===== src/rtl/gn3_fifo.sv =====
// Small two-entry queue between front end and back end.
module gn3_fifo #(
   parameter int W = 8
) (
   input  logic         clock,
   input  logic         reset,
   input  logic         in_valid,
   output logic         in_ready,
   input  logic [W-1:0] in_data,
   output logic         out_valid,
   input  logic         out_ready,
   output logic [W-1:0] out_data
);
   logic [W-1:0] mem_ff [2];
   logic         wp_ff, rp_ff;
   logic [1:0]   cnt_ff;
   logic         wr, rd;

   assign in_ready = cnt_ff != 2'd2;
   assign out_valid = cnt_ff != 2'd0;
   assign out_data = mem_ff[rp_ff];
   assign wr = in_valid && in_ready;
   assign rd = out_valid && out_ready;

   always_ff @(posedge clock) begin
      if (reset) begin
         wp_ff <= 1'b0;
         rp_ff <= 1'b0;
         cnt_ff <= 2'd0;
      end else begin
         if (wr) wp_ff <= !wp_ff;
         if (rd) rp_ff <= !rp_ff;
         cnt_ff <= cnt_ff + {1'b0, wr} - {1'b0, rd};
      end
      if (wr) mem_ff[wp_ff] <= in_data;
   end
endmodule


===== config.mk =====
export PLATFORM = sky130hd
export DESIGN_NAME = gn3_fifo
export DESIGN_NICKNAME = d
export VERILOG_FILES = /design/src/rtl/gn3_fifo.sv
export SDC_FILE = /design/constraint.sdc
export NUM_CORES = 1
export LEC_CHECK = 0
export ABC_AREA = 1
export BUFFER_PORTS_ARGS = -buffer_cell sky130_fd_sc_hd__buf_2
export CAP_MARGIN = 20
export CORE_ASPECT_RATIO = 1.5
export CORE_UTILIZATION = 26
export DETAILED_ROUTE_END_ITERATION = 10
export GPL_ROUTABILITY_DRIVEN = 0
export PLACE_DENSITY = 0.45
export REMOVE_ABC_BUFFERS = 1
export SLEW_MARGIN = 20
export SYNTH_ARGS = -nofsm -noshare
export SYNTH_HDL_FRONTEND = slang
export SYNTH_SLANG_ARGS = --single-unit

===== constraint.sdc =====
create_clock -name clock -period 2.1 [get_ports clock]
set_input_delay 0.315 -clock clock [delete_from_list [all_inputs] [get_ports clock]]
set_output_delay 0.315 -clock clock [all_outputs]
set_load 0.03 [all_outputs]

* Word level (Yosys, flattened, before mapping)
Memory sizes are Yosys's and may differ from the RTL's. A register that Yosys moved wholly into a read port is not among the register bits.
Cells that the tools add are included.
** Cells by class
- Reductions and logical operators :: 5
- Mux-type cells :: 4
- $add $sub $neg :: 2
- Equal/unequal tests :: 1
** Operator list (number)
- two-way mux 1 bit :: 4
- adder 2 x 1 -> 2 bit :: 1
- logical AND 1 bit :: 2
- zero test 1 bit :: 2
- inequality test 2 bit (second input constant) :: 1
- nonzero test 2 bit :: 1
- subtractor 2 x 1 -> 2 bit :: 1
** Storage, ports and cells
- Flip-flop bits (word level) :: 4
- Input port bits :: 12
- Memories :: 1
- Bits in writable memories :: 16
** Memories
- mem_ff :: depth 2, width 8, read ports 1, clocked after memory_dff 1, write ports 1, RTL line 14 : logic [W-1:0] mem_ff [2];

* Logic depth before layout (Yosys ltp)
- Depth after elaboration :: 4
- Mapped depth :: 11

* Worst setup path after synthesis
Ideal clock, no wire load.
- Path kind :: register -> register
- Start :: register cnt_ff[0]
- End :: memory mem_ff[0][0] (enable)
- Arrival :: 1052 ps
- Setup time :: 370 ps
- Setup slack :: 678 ps
- Buffers on the path :: 0
- Stages on the path, launching flop included :: 5
- Cell sequence :: dfxtp_1 -> inv_1 -> nand2_2 -> nand2_4 -> nor2_1
** On the way
- Cells in the longest elaborated chain, start to end :: 4
** Ends and longest elaborated chain
- start, declared :: RTL line 16 : logic [1:0] cnt_ff;
- start signal, assigned :: RTL line 33 : cnt_ff <= cnt_ff + {1'b0, wr} - {1'b0, rd};
- inequality test 2 bit :: RTL line 19 : assign in_ready = cnt_ff != 2'd2;
- named net in_ready :: RTL line 8 : output logic in_ready,
- logical AND 1 bit :: RTL line 22 : assign wr = in_valid && in_ready;
- two-way mux 1 bit :: RTL line 35 : if (wr) mem_ff[wp_ff] <= in_data;
- two-way mux 1 bit (implied by the code) :: RTL line 35
- end, declared :: RTL line 14
The timed path passes the listed nets, and every way through them passes these cells.

==> metrics.md <==
| Metric | Value |
|---|---|
| Finished Layout Cells | 125 |
| Pwr dens | 1289 nW/um2 |
| Largest net degree at the start of global routing | 12 |
| Worst Path Max Fanout | 8 |
| Core area | 2973 um2 |
| Syn Area/Cell | 13.74 um2 |
| Final worst-path cycle share | 0.8019 |
| Clk_lat worst skew | 250 ps |
| Register bit total from synthesis | 21 |
| Leak | 0.0004171 uW |
| Final core occ | 0.3497 |
| Number of global-route vias before repair | 530 |
| Slew Viols, Final | 0 |
| Initial Utilization | 0.2820 |
| Hold WC Path Type | in -> reg |
| Initial antenna violation count | 0 |
| YS warnings | 0 |
| 1st-iter DRT viols | 16 |
| Final count of hold timing violations | 0 |
| Drt wl/cell | 11.06 um |
| CTS tree | done |
| Final antenna-violating net count | 0 |
| Yosys top cell area share | 0.5731 |
| Rows | 24 |
| Synthesized instance count | 61 |
| Clock sink count | 21 |
| Port Buffers | 21 |
| Clk Tree Root Cell | clkbuf_8 |
| Total Routed Length | 1382 um |
| Ports | 22 |
| CTS Hold Bufs | 0 |
| Setup violators final | 0 |
| Die X | 48.36 um |
| CTS Buf Count | 3 |
| Crit. End Element | output port |
| Worst Setup Slack, final | 416.0 ps |
| Routed vias | 512 |
| # nets final | 100 |
| Gr usage total | 0.09144 |
| Post-synth cell types | 16 |
| Sequential area share after synthesis | 0.6925 |
| Antenna cells | 0 |
| Max-Cap Viols | 0 |
| Placed Cells | 121 |
| Postcts setup bufs | 0 |
| Clk slew on worst S/H paths | 70 ps |
| Clock buffer depth | 2 |
| Register area | 580.6 um2 |
| Worst VDD drop | 712.8 uV |
| Worst Setup Path Type | reg -> out |
| Transition time at the pin with the least slew margin | 541.4 ps |
| Tmin final | 1684 ps |
| Area of the multi-input gates | 222.7 um2 |
| Critical Path AT | 1370 ps |
| RSZ-0062 raised after global routing | no |
| Post-DP HPWL | 1012 um |
| Placed Area | 994.7 um2 |
| Layout cells sized above 1 | 0.4535 |
| Synthesized area | 838.3 um2 |
| Max Clock Freq | 593.8 MHz |
| Commonest non-fill, non-tap cell in the layout | buf_2 |
| H-tree depth | 1 |
| Pre-CTS WS | 669.5 ps |
| Setup crit start kind | register |
| Routed vias/inst | 4.096 |
| Die Ht | 71.55 um |
| Die area | 3460 um2 |
| Finished Cell Area | 1040 um2 |
| Worst Skew | 5.554 ps |
| Post-CTS resize count | 0 |
| Remaining Overflow, GRT | 0 |
| Area leader, netlist | edfxtp_1 |
| Area growth syn-to-layout | 24.03% |
| 1st-pass router iterations | 4 |
| Drt drc | 0 |
| Setup tns final | 0 ps |
| Most frequent cells in the layout | 21 x buf_2, 16 x edfxtp_1, 8 x inv_1, 8 x mux2_2 |
| First-pass GRT wire length | 2366 um |
| Outcome | completed |
| Synth area leaders | edfxtp_1 57%, dfxtp_1 12%, mux2_2 11%, inv_1 3.6%, nand2_1 2.7% |
| Relative slew slack | 0.6387 |
| Layout fillers | 307 |
| Critical Path RT | 1780 ps |
## per-stage QoR
stage	hold slack [ps]	power [uW]
6_report	248.2	1340
5_1_grt	238.5	1427
4_1_cts	241.8	1364
3_5_place_dp	495.5	1105
3_3_place_gp	481.9	1088
2_1_floorplan	384.7	964.2
## power by group
part	internal (uW)	switching, uW	total, uW
clock network	134	117	252
logic	179	320	498
registers	535	55.0	590
## path summary, 6_finish.rpt
kind	slack (ps)	endpoint	start	depth (start not counted)
worst min register to register	530	register	rp_ff	2
worst min-delay path	250	mem_ff[1][0]	in_data[0]	1
worst max register to register	690	cnt_ff[1]	cnt_ff[0]	11
worst max-delay path	420	out_data[4]	register	2
## Yosys cell counts
cell,instances
xnor2_1,1
inv_1,8
nor2_2,2
nor2_1,6
nor3_2,1
ha_1,1
nand2_4,1
mux2_2,8
nand3_1,1
nand2_2,1
nor2_4,1
buf_2,1
nand2_1,6
dfxtp_1,5
edfxtp_1,16
a21oi_1,2
## kinds of logic after synthesis
logic type               synth area share
adder cells (fa/ha/maj)           0.01492
AO/OA/AOI/OAI                     0.01194
buffers and inverters             0.04179
flip-flops                         0.6925
XOR/XNOR                          0.01045
AND/OR/NAND/NOR                    0.1209
multiplexers                       0.1075
## worst max-delay path, stage by stage (launching register included)
cell and delay, ps:
dfxtp_1 550, mux2_2 390, buf_2 180
## state kept, by name (all words and copies together) (netlist names), named ones only
name    cells
cnt_ff      2
rp_ff       1
wp_ff       1
mem_ff     16
## area by class of cell
type | count | area share
sequential | 21 | 0.5584
multi-input combinational | 31 | 0.2142
timing repair buffer | 22 | 0.1083
tap | 39 | 0.04693
clock buffer | 4 | 0.04332
inverter | 8 | 0.02888
## layer usage
layer  GRT usage  vias up  wire length [um]
met3     0.02548        2                84
met5           0        -                 0
met2      0.1737       18               749
met1     0.09214      236               534
li1            -      256                 -
met4     0.03922        0                14
Note: power is estimated with default switching activity, not from simulation.
